**src/rtl/core/pqme_pkg.sv**
```systemverilog
// Shared types and constants of the min-extract priority queue.
// No dependencies; every other file of the block uses this package.
package pqme_pkg;

    localparam int unsigned PRIO_W = 16;
    localparam int unsigned DATA_W = 32;
    localparam int unsigned OCC_W  = 5;

    typedef enum logic {
        OP_INSERT = 1'b0,
        OP_REMOVE = 1'b1
    } t_op;

    typedef enum logic [1:0] {
        ST_INSERTED = 2'd0,
        ST_FULL     = 2'd1,
        ST_REMOVED  = 2'd2,
        ST_EMPTY    = 2'd3
    } t_status;

    // One held entry
    typedef struct packed {
        logic [PRIO_W-1:0]        prio;
        logic signed [DATA_W-1:0] payload;
    } t_entry;

    // What one cell hands on: the flag to its right-hand neighbor, the entry both ways
    typedef struct packed {
        logic   ahead;    // the new entry sorts ahead of this cell's entry
        t_entry entry;
    } t_link;

    // Per-cycle command broadcast to every cell
    typedef struct packed {
        logic ins;
        logic rem;
    } t_cell_ctl;

endpackage

```
**src/rtl/core/pqme_if.sv**
```systemverilog
// Valid/ready channel interfaces of the min-extract priority queue.
// Depends on pqme_pkg for the operation and status codes.
interface pqme_req_if;
    logic                              valid;
    logic                              ready;
    pqme_pkg::t_op                     operation;
    logic [pqme_pkg::PRIO_W-1:0]       priority_req;
    logic signed [pqme_pkg::DATA_W-1:0] payload;

    modport source (output valid, operation, priority_req, payload, input ready);
    modport sink   (input valid, operation, priority_req, payload, output ready);
endinterface

interface pqme_rsp_if;
    logic                              valid;
    logic                              ready;
    pqme_pkg::t_status                 status;
    logic [pqme_pkg::PRIO_W-1:0]       out_priority;
    logic signed [pqme_pkg::DATA_W-1:0] out_payload;
    logic [pqme_pkg::OCC_W-1:0]        occupancy;

    modport source (output valid, status, out_priority, out_payload, occupancy,
                    input ready);
    modport sink   (input valid, status, out_priority, out_payload, occupancy,
                    output ready);
endinterface

```
**src/rtl/core/pqme_cell.sv**
```systemverilog
// One slot of the sorted compare-and-shift chain.
// Depends on pqme_pkg for the entry, link and command types.
module pqme_cell (
    input  logic                i_clk,
    input  pqme_pkg::t_cell_ctl i_ctl,
    input  logic                i_occupied,
    input  pqme_pkg::t_entry    i_new,
    input  pqme_pkg::t_link     i_left,
    input  pqme_pkg::t_entry    i_right,
    output pqme_pkg::t_link     o_link
);

    pqme_pkg::t_entry r_entry;
    pqme_pkg::t_entry n_entry;
    logic             w_before;

    // A free slot sorts after everything; equal priorities keep arrival order
    assign w_before = !i_occupied || (i_new.prio < r_entry.prio);

    // Shift left on remove, shift right or take the new entry on insert
    always_comb begin
        priority if (i_ctl.rem) begin
            n_entry = i_right;
        end else if (i_ctl.ins && w_before) begin
            n_entry = i_left.ahead ? i_left.entry : i_new;
        end else begin
            n_entry = r_entry;
        end
    end

    always_ff @(posedge i_clk) begin
        r_entry <= n_entry;
    end

    assign o_link.ahead = w_before;
    assign o_link.entry = r_entry;

endmodule

```
**src/rtl/core/priority_queue_min_extract_core.sv**
```systemverilog
// Bounded priority queue with extract-min: insert adds an entry, remove
// returns the smallest priority (earliest arrival among equals). Depends on
// pqme_pkg, the channel interfaces and pqme_cell.
//
// Entries are held in a row of QUEUE_DEPTH cells kept sorted by priority, ties
// in arrival order, so the smallest entry always sits in the first cell. An
// insert is placed by every cell comparing it against its own entry and
// shifting right in the same cycle; a remove takes the first cell and shifts
// the row left. Each item's placement rests on one 16-bit compare in each cell,
// and a result is registered in the cycle after its item is accepted. The input
// is accepted while the result register is empty or being drained, so items flow
// at one per cycle when the sink keeps up. Inserting into a full queue reports
// full and drops the entry; removing from an empty queue reports empty. Every
// result carries the occupancy after the operation.
module priority_queue_min_extract_core #(
    parameter int unsigned QUEUE_DEPTH = 16
) (
    input  logic        i_clk,
    input  logic        i_rst_n,
    pqme_req_if.sink    i_req,
    pqme_rsp_if.source  o_rsp
);

    localparam int unsigned CNT_W = $clog2(QUEUE_DEPTH + 1);

    logic [CNT_W-1:0]    r_count;
    logic [CNT_W-1:0]    n_count;
    logic                w_accept;
    logic                w_full;
    logic                w_empty;
    pqme_pkg::t_cell_ctl w_ctl;
    pqme_pkg::t_entry    w_new;
    pqme_pkg::t_link     w_link [QUEUE_DEPTH];

    logic                              r_out_valid;
    pqme_pkg::t_status                 r_status;
    logic [pqme_pkg::PRIO_W-1:0]       r_prio;
    logic signed [pqme_pkg::DATA_W-1:0] r_payload;
    logic [pqme_pkg::OCC_W-1:0]        r_occ;
    pqme_pkg::t_status                 n_status;
    logic [pqme_pkg::PRIO_W-1:0]       n_prio;
    logic signed [pqme_pkg::DATA_W-1:0] n_payload;
    logic [CNT_W-1:0]                  n_occ;

    // Accept while the result register is free or being taken
    assign i_req.ready = !r_out_valid || o_rsp.ready;
    assign w_accept    = i_req.valid && i_req.ready;
    assign w_full      = (r_count == CNT_W'(QUEUE_DEPTH));
    assign w_empty     = (r_count == '0);

    assign w_ctl.ins = w_accept && (i_req.operation == pqme_pkg::OP_INSERT) && !w_full;
    assign w_ctl.rem = w_accept && (i_req.operation == pqme_pkg::OP_REMOVE) && !w_empty;

    assign w_new.prio    = i_req.priority_req;
    assign w_new.payload = i_req.payload;

    // Build the chain of cells
    for (genvar g = 0; g < QUEUE_DEPTH; g++) begin : g_cell
        pqme_pkg::t_link  w_left;
        pqme_pkg::t_entry w_right;
        logic             w_occupied;

        assign w_occupied = (CNT_W'(g) < r_count);

        if (g == 0) begin : g_head
            assign w_left.ahead = 1'b0;
            assign w_left.entry = w_new;
        end else begin : g_body
            assign w_left = w_link[g-1];
        end

        if (g == QUEUE_DEPTH - 1) begin : g_tail
            assign w_right = '0;
        end else begin : g_mid
            assign w_right = w_link[g+1].entry;
        end

        pqme_cell u_cell (
            .i_clk      (i_clk),
            .i_ctl      (w_ctl),
            .i_occupied (w_occupied),
            .i_new      (w_new),
            .i_left     (w_left),
            .i_right    (w_right),
            .o_link     (w_link[g])
        );
    end

    // Advance the entry count
    always_comb begin
        priority if (w_ctl.ins) begin
            n_count = r_count + CNT_W'(1);
        end else if (w_ctl.rem) begin
            n_count = r_count - CNT_W'(1);
        end else begin
            n_count = r_count;
        end
    end

    // Form the result of the accepted item
    always_comb begin
        n_prio    = '0;
        n_payload = '0;
        n_occ     = n_count;
        unique case (i_req.operation)
            pqme_pkg::OP_INSERT: begin
                n_status = w_full ? pqme_pkg::ST_FULL : pqme_pkg::ST_INSERTED;
            end
            pqme_pkg::OP_REMOVE: begin
                if (w_empty) begin
                    n_status = pqme_pkg::ST_EMPTY;
                end else begin
                    n_status  = pqme_pkg::ST_REMOVED;
                    n_prio    = w_link[0].entry.prio;
                    n_payload = w_link[0].entry.payload;
                end
            end
            default: begin
                n_status = pqme_pkg::ST_EMPTY;
            end
        endcase
    end

    // Control registers
    always_ff @(posedge i_clk) begin
        if (!i_rst_n) begin
            r_count     <= '0;
            r_out_valid <= 1'b0;
        end else begin
            r_count <= n_count;
            if (w_accept) begin
                r_out_valid <= 1'b1;
            end else if (o_rsp.ready) begin
                r_out_valid <= 1'b0;
            end
        end
    end

    // Hold the result until it is taken
    always_ff @(posedge i_clk) begin
        if (w_accept) begin
            r_status  <= n_status;
            r_prio    <= n_prio;
            r_payload <= n_payload;
            r_occ     <= pqme_pkg::OCC_W'(n_occ);
        end
    end

    assign o_rsp.valid        = r_out_valid;
    assign o_rsp.status       = r_status;
    assign o_rsp.out_priority = r_prio;
    assign o_rsp.out_payload  = r_payload;
    assign o_rsp.occupancy    = r_occ;

    // Count never exceeds the number of cells
    a_count_bound: assert property (@(posedge i_clk) disable iff (!i_rst_n)
        r_count <= CNT_W'(QUEUE_DEPTH))
        else $error("entry count beyond queue depth");

    // First two held entries stay in priority order
    a_head_sorted: assert property (@(posedge i_clk) disable iff (!i_rst_n)
        (r_count >= CNT_W'(2)) |-> (w_link[0].entry.prio <= w_link[1].entry.prio))
        else $error("cell chain out of order at the head");

    // A remove from a nonempty queue reports removal and drops the count by one
    a_remove_count: assert property (@(posedge i_clk) disable iff (!i_rst_n)
        w_ctl.rem |=> (r_status == pqme_pkg::ST_REMOVED)
                      && (r_count == $past(r_count) - CNT_W'(1)))
        else $error("remove did not shrink the queue");

    // A dropped insert leaves the count alone
    a_full_drop: assert property (@(posedge i_clk) disable iff (!i_rst_n)
        (w_accept && (i_req.operation == pqme_pkg::OP_INSERT) && w_full)
            |=> (r_status == pqme_pkg::ST_FULL) && $stable(r_count))
        else $error("insert into full queue changed the count");

endmodule

```
**src/flat_wrapper.sv**
```systemverilog
// flat-port wrapper written by rule: the top's interface ports become plain ports
module priority_queue_min_extract_core_flat 
#(
    parameter int unsigned QUEUE_DEPTH = 16
)
  (i_clk, i_rst_n, i_req_valid, i_req_operation, i_req_priority_req, i_req_payload, i_req_ready, o_rsp_valid, o_rsp_status, o_rsp_out_priority, o_rsp_out_payload, o_rsp_occupancy, o_rsp_ready);
  pqme_req_if i_req_i ();
  pqme_rsp_if o_rsp_i ();
  input  logic i_clk;
  input  logic i_rst_n;
  input wire logic [$bits(i_req_i.valid)-1:0] i_req_valid;
  input wire logic [$bits(i_req_i.operation)-1:0] i_req_operation;
  input wire logic [$bits(i_req_i.priority_req)-1:0] i_req_priority_req;
  input wire logic [$bits(i_req_i.payload)-1:0] i_req_payload;
  output wire logic [$bits(i_req_i.ready)-1:0] i_req_ready;
  output wire logic [$bits(o_rsp_i.valid)-1:0] o_rsp_valid;
  output wire logic [$bits(o_rsp_i.status)-1:0] o_rsp_status;
  output wire logic [$bits(o_rsp_i.out_priority)-1:0] o_rsp_out_priority;
  output wire logic [$bits(o_rsp_i.out_payload)-1:0] o_rsp_out_payload;
  output wire logic [$bits(o_rsp_i.occupancy)-1:0] o_rsp_occupancy;
  input wire logic [$bits(o_rsp_i.ready)-1:0] o_rsp_ready;
  assign i_req_i.valid = i_req_valid;
  assign i_req_i.operation = i_req_operation;
  assign i_req_i.priority_req = i_req_priority_req;
  assign i_req_i.payload = i_req_payload;
  assign i_req_ready = i_req_i.ready;
  assign o_rsp_valid = o_rsp_i.valid;
  assign o_rsp_status = o_rsp_i.status;
  assign o_rsp_out_priority = o_rsp_i.out_priority;
  assign o_rsp_out_payload = o_rsp_i.out_payload;
  assign o_rsp_occupancy = o_rsp_i.occupancy;
  assign o_rsp_i.ready = o_rsp_ready;
  priority_queue_min_extract_core #(.QUEUE_DEPTH(QUEUE_DEPTH)) u_core (.i_clk(i_clk), .i_rst_n(i_rst_n), .i_req(i_req_i), .o_rsp(o_rsp_i));
endmodule
```
**config.mk**
```make
export PLATFORM = sky130hd
export DESIGN_NAME = priority_queue_min_extract_core_flat
export DESIGN_NICKNAME = d
export VERILOG_FILES = /design/src/rtl/core/pqme_pkg.sv /design/src/rtl/core/pqme_if.sv /design/src/rtl/core/pqme_cell.sv /design/src/rtl/core/priority_queue_min_extract_core.sv /design/src/flat_wrapper.sv
export SDC_FILE = /design/constraint.sdc
export NUM_CORES = 2
export LEC_CHECK = 0
export BUFFER_PORTS_ARGS = -buffer_cell sky130_fd_sc_hd__buf_2
export CAP_MARGIN = 10
export CORE_MARGIN = 4
export CORE_UTILIZATION = 64
export DETAILED_ROUTE_END_ITERATION = 8
export GPL_ROUTABILITY_DRIVEN = 1
export HOLD_SLACK_MARGIN = 0.02
export PLACE_DENSITY = 0.81
export SYNTH_ARGS = -nofsm -noshare
export SYNTH_HDL_FRONTEND = slang
export SYNTH_HIERARCHICAL = 1
export SYNTH_SLANG_ARGS = --single-unit
```
**constraint.sdc**
```tcl
create_clock -name i_clk -period 9.4 [get_ports i_clk]
set_input_delay 1.41 -clock i_clk [delete_from_list [all_inputs] [get_ports i_clk]]
set_output_delay 1.41 -clock i_clk [all_outputs]
set_load 0.02 [all_outputs]
```
==> flow_summary.yaml <==
critical_path:
  end_kind: "register"
  start_kind: "register"
  cp_max_fo: 137
  critical_path_class: "register to register"
  cp.arrival_ns: 5.08
  cp.required_ns: 9.75
detailed_routing:
  first_pass_iters: 6
  vias: 34289
  avgRoutedWirePerCell_um: 20.6
  routed_wl_mm: 114
  final_antenna_net_count: 0
  drc: 0
  routed_via_density: 6.20
  drt-initial-drc-count: 3192
grt:
  grtUsageTotal_pct: 27.8
  antenna_found_initial: 2
  first_global_vias: 35131
  grt_first_pass_wirelength_mm: 183
  grt_max_degree: 272
  grt_overflow: 0
clock_tree:
  clockBufferDepth: 3
  cts_resized: 0
  numCtsBuffers: 88
  h-tree-depth: 3
  postCtsHoldBufs: 0
  cts_sinks: 829
  cts_setup_buffers: 0
  cts_root_buffer: "clkbuf_16"
  insertion_delay_ns: 0.66
  clk_pin_slew_ns: 0.06
  cts_tree: "yes"
layout:
  drive_above_1_share_pct: 7.93
  areaGrowthSynthToFinish_pct: 8.61
  fin_util_pct: 70.4
  stdcell_count: 5532
  antenna_cells: 0
  num-nets-final: 4793
pwr:
  power.density_nw_per_um2: 266
  ir_worst_vdd_mv: 0.164
  leakage_nw: 23.8
floorplan:
  initial_utilization_pct: 64.9
  die_h_um: 283
  std_cell_rows: 100
  io_pins: 110
  core_area_sq_um: 74700
  die_w_um: 283
  die_area_sq_um: 80200
sta:
  drv_slew: 0
  tightest_slew_ns: 1.21
  max_clock_freq_mhz: 211
  slew-limit-headroom_pct: 19.5
  rsz0062_at_grt: "no"
  setup_viol: 0
  period_share_pct: 50.3
  clock_skew_ns: 0.0205
  hold_viol: 0
  period_minus_slack_ns: 4.73
  setup_tns_ns: 0
place:
  io_buffers: 109
  dpl.hpwl_mm: 74.7
  dp_cells: 5374
  gp_congestion: 0.886
synthesis:
  yosysWarnings: 6
  synth_cells: 4502
  synth_area_sq_um: 48400
  avgSynthCellArea_sq_um: 10.8
hold_path:
  hp-class: "register to register"
run:
  maxCapViolCount: 0
run_status:
  status: "finished, final reports clean"
## flip-flops by register name (all words and copies together), names as in the netlist
signal	cells
u_core/o_rsp.out_payload	32
u_core/r_count	5
u_core/o_rsp.occupancy	5
u_core/o_rsp.out_priority	16
u_core/o_rsp.valid	1
u_core/g_cell.u_cell/o_link	768
u_core/o_rsp.status	2
## metal layers
metal | share of wire [%] | global-route usage [%] | vias up
met5 | 0.0096 | 0 | -
met3 | 4.2 | 3.46 | 262
met4 | 3.4 | 10.1 | 2
li1 | - | - | 16271
met1 | 40 | 34.1 | 16835
met2 | 52 | 50.5 | 919
## layout make-up
cell class	instances	area (sq um)
inverter	274	1040
sequential	829	24800
multi-input combinational	3143	21700
clock buffer	109	2300
timing repair buffer	160	1020
fill	5290	22100
clock inverter	48	526
tap	969	1210
## critical path, stage by stage (launching register included)
cell and delay [ns]:
dfxtp_1 0.59, inv_1 0.19, ha_1 0.28, or4b_4 0.50, nand4_2 0.27, inv_8 0.64, buf_4 0.72, buf_4 0.81
o21ai_0 0.22
## placed cells by master, fill, tap and decap left out, drive strengths merged, types with 12 or more instances in the layout
| cell type | n |
|---|---|
| nand2b | 21 |
| nand2 | 842 |
| a211o | 12 |
| a2111oi | 21 |
| o211ai | 16 |
| nor3 | 74 |
| o221a | 12 |
| ha | 244 |
| a21oi | 72 |
| conb | 49 |
| nand4 | 21 |
| clkbuf | 109 |
| edfxtp | 823 |
| a21o | 21 |
| clkinv | 33 |
| o2111ai | 12 |
| inv | 277 |
| nor2 | 30 |
| and3 | 48 |
| buf | 160 |
| mux2i | 770 |
| o21ai | 829 |
## where the power goes
part	internal (W)	switching [W]
sequential	0.00578	0.000788
combinational	0.00151	0.00242
clock	0.00202	0.00150
## path summary, 6_finish.rpt
path | slack [ns] | depth (start not counted) | to | startpoint
setup reg to reg | 4.67 | 8 | u_core/g_cell[6].u_cell/o_link[2]$_DFFE_PP_ | u_core/r_count[1]$_SDFF_PN0_
hold reg to reg | 0.53 | 2 | u_core/g_cell[14].u_cell/o_link[0]$_DFFE_PP_ | u_core/g_cell[15].u_cell/o_link[0]$_DFFE_PP_
setup / recovery | 4.67 | 8 | u_core/g_cell[6].u_cell/o_link[2]$_DFFE_PP_ | u_core/r_count[1]$_SDFF_PN0_
hold / removal | 0.53 | 2 | u_core/g_cell[14].u_cell/o_link[0]$_DFFE_PP_ | u_core/g_cell[15].u_cell/o_link[0]$_DFFE_PP_
## through the flow
step	hold WS (ns)	instance area [sq um]	setup slack, ns	total power, W
after detailed placement	0.531	49800	4.22	0.0105
after global placement	0.511	49800	4.34	0.0103
after global routing	0.549	52600	4.35	0.0148
after CTS	0.523	52600	4.82	0.0140
final	0.529	52600	4.67	0.0140
after floorplan	0.506	48600	1.70	0.00929
(Power assumes the default switching activity.)
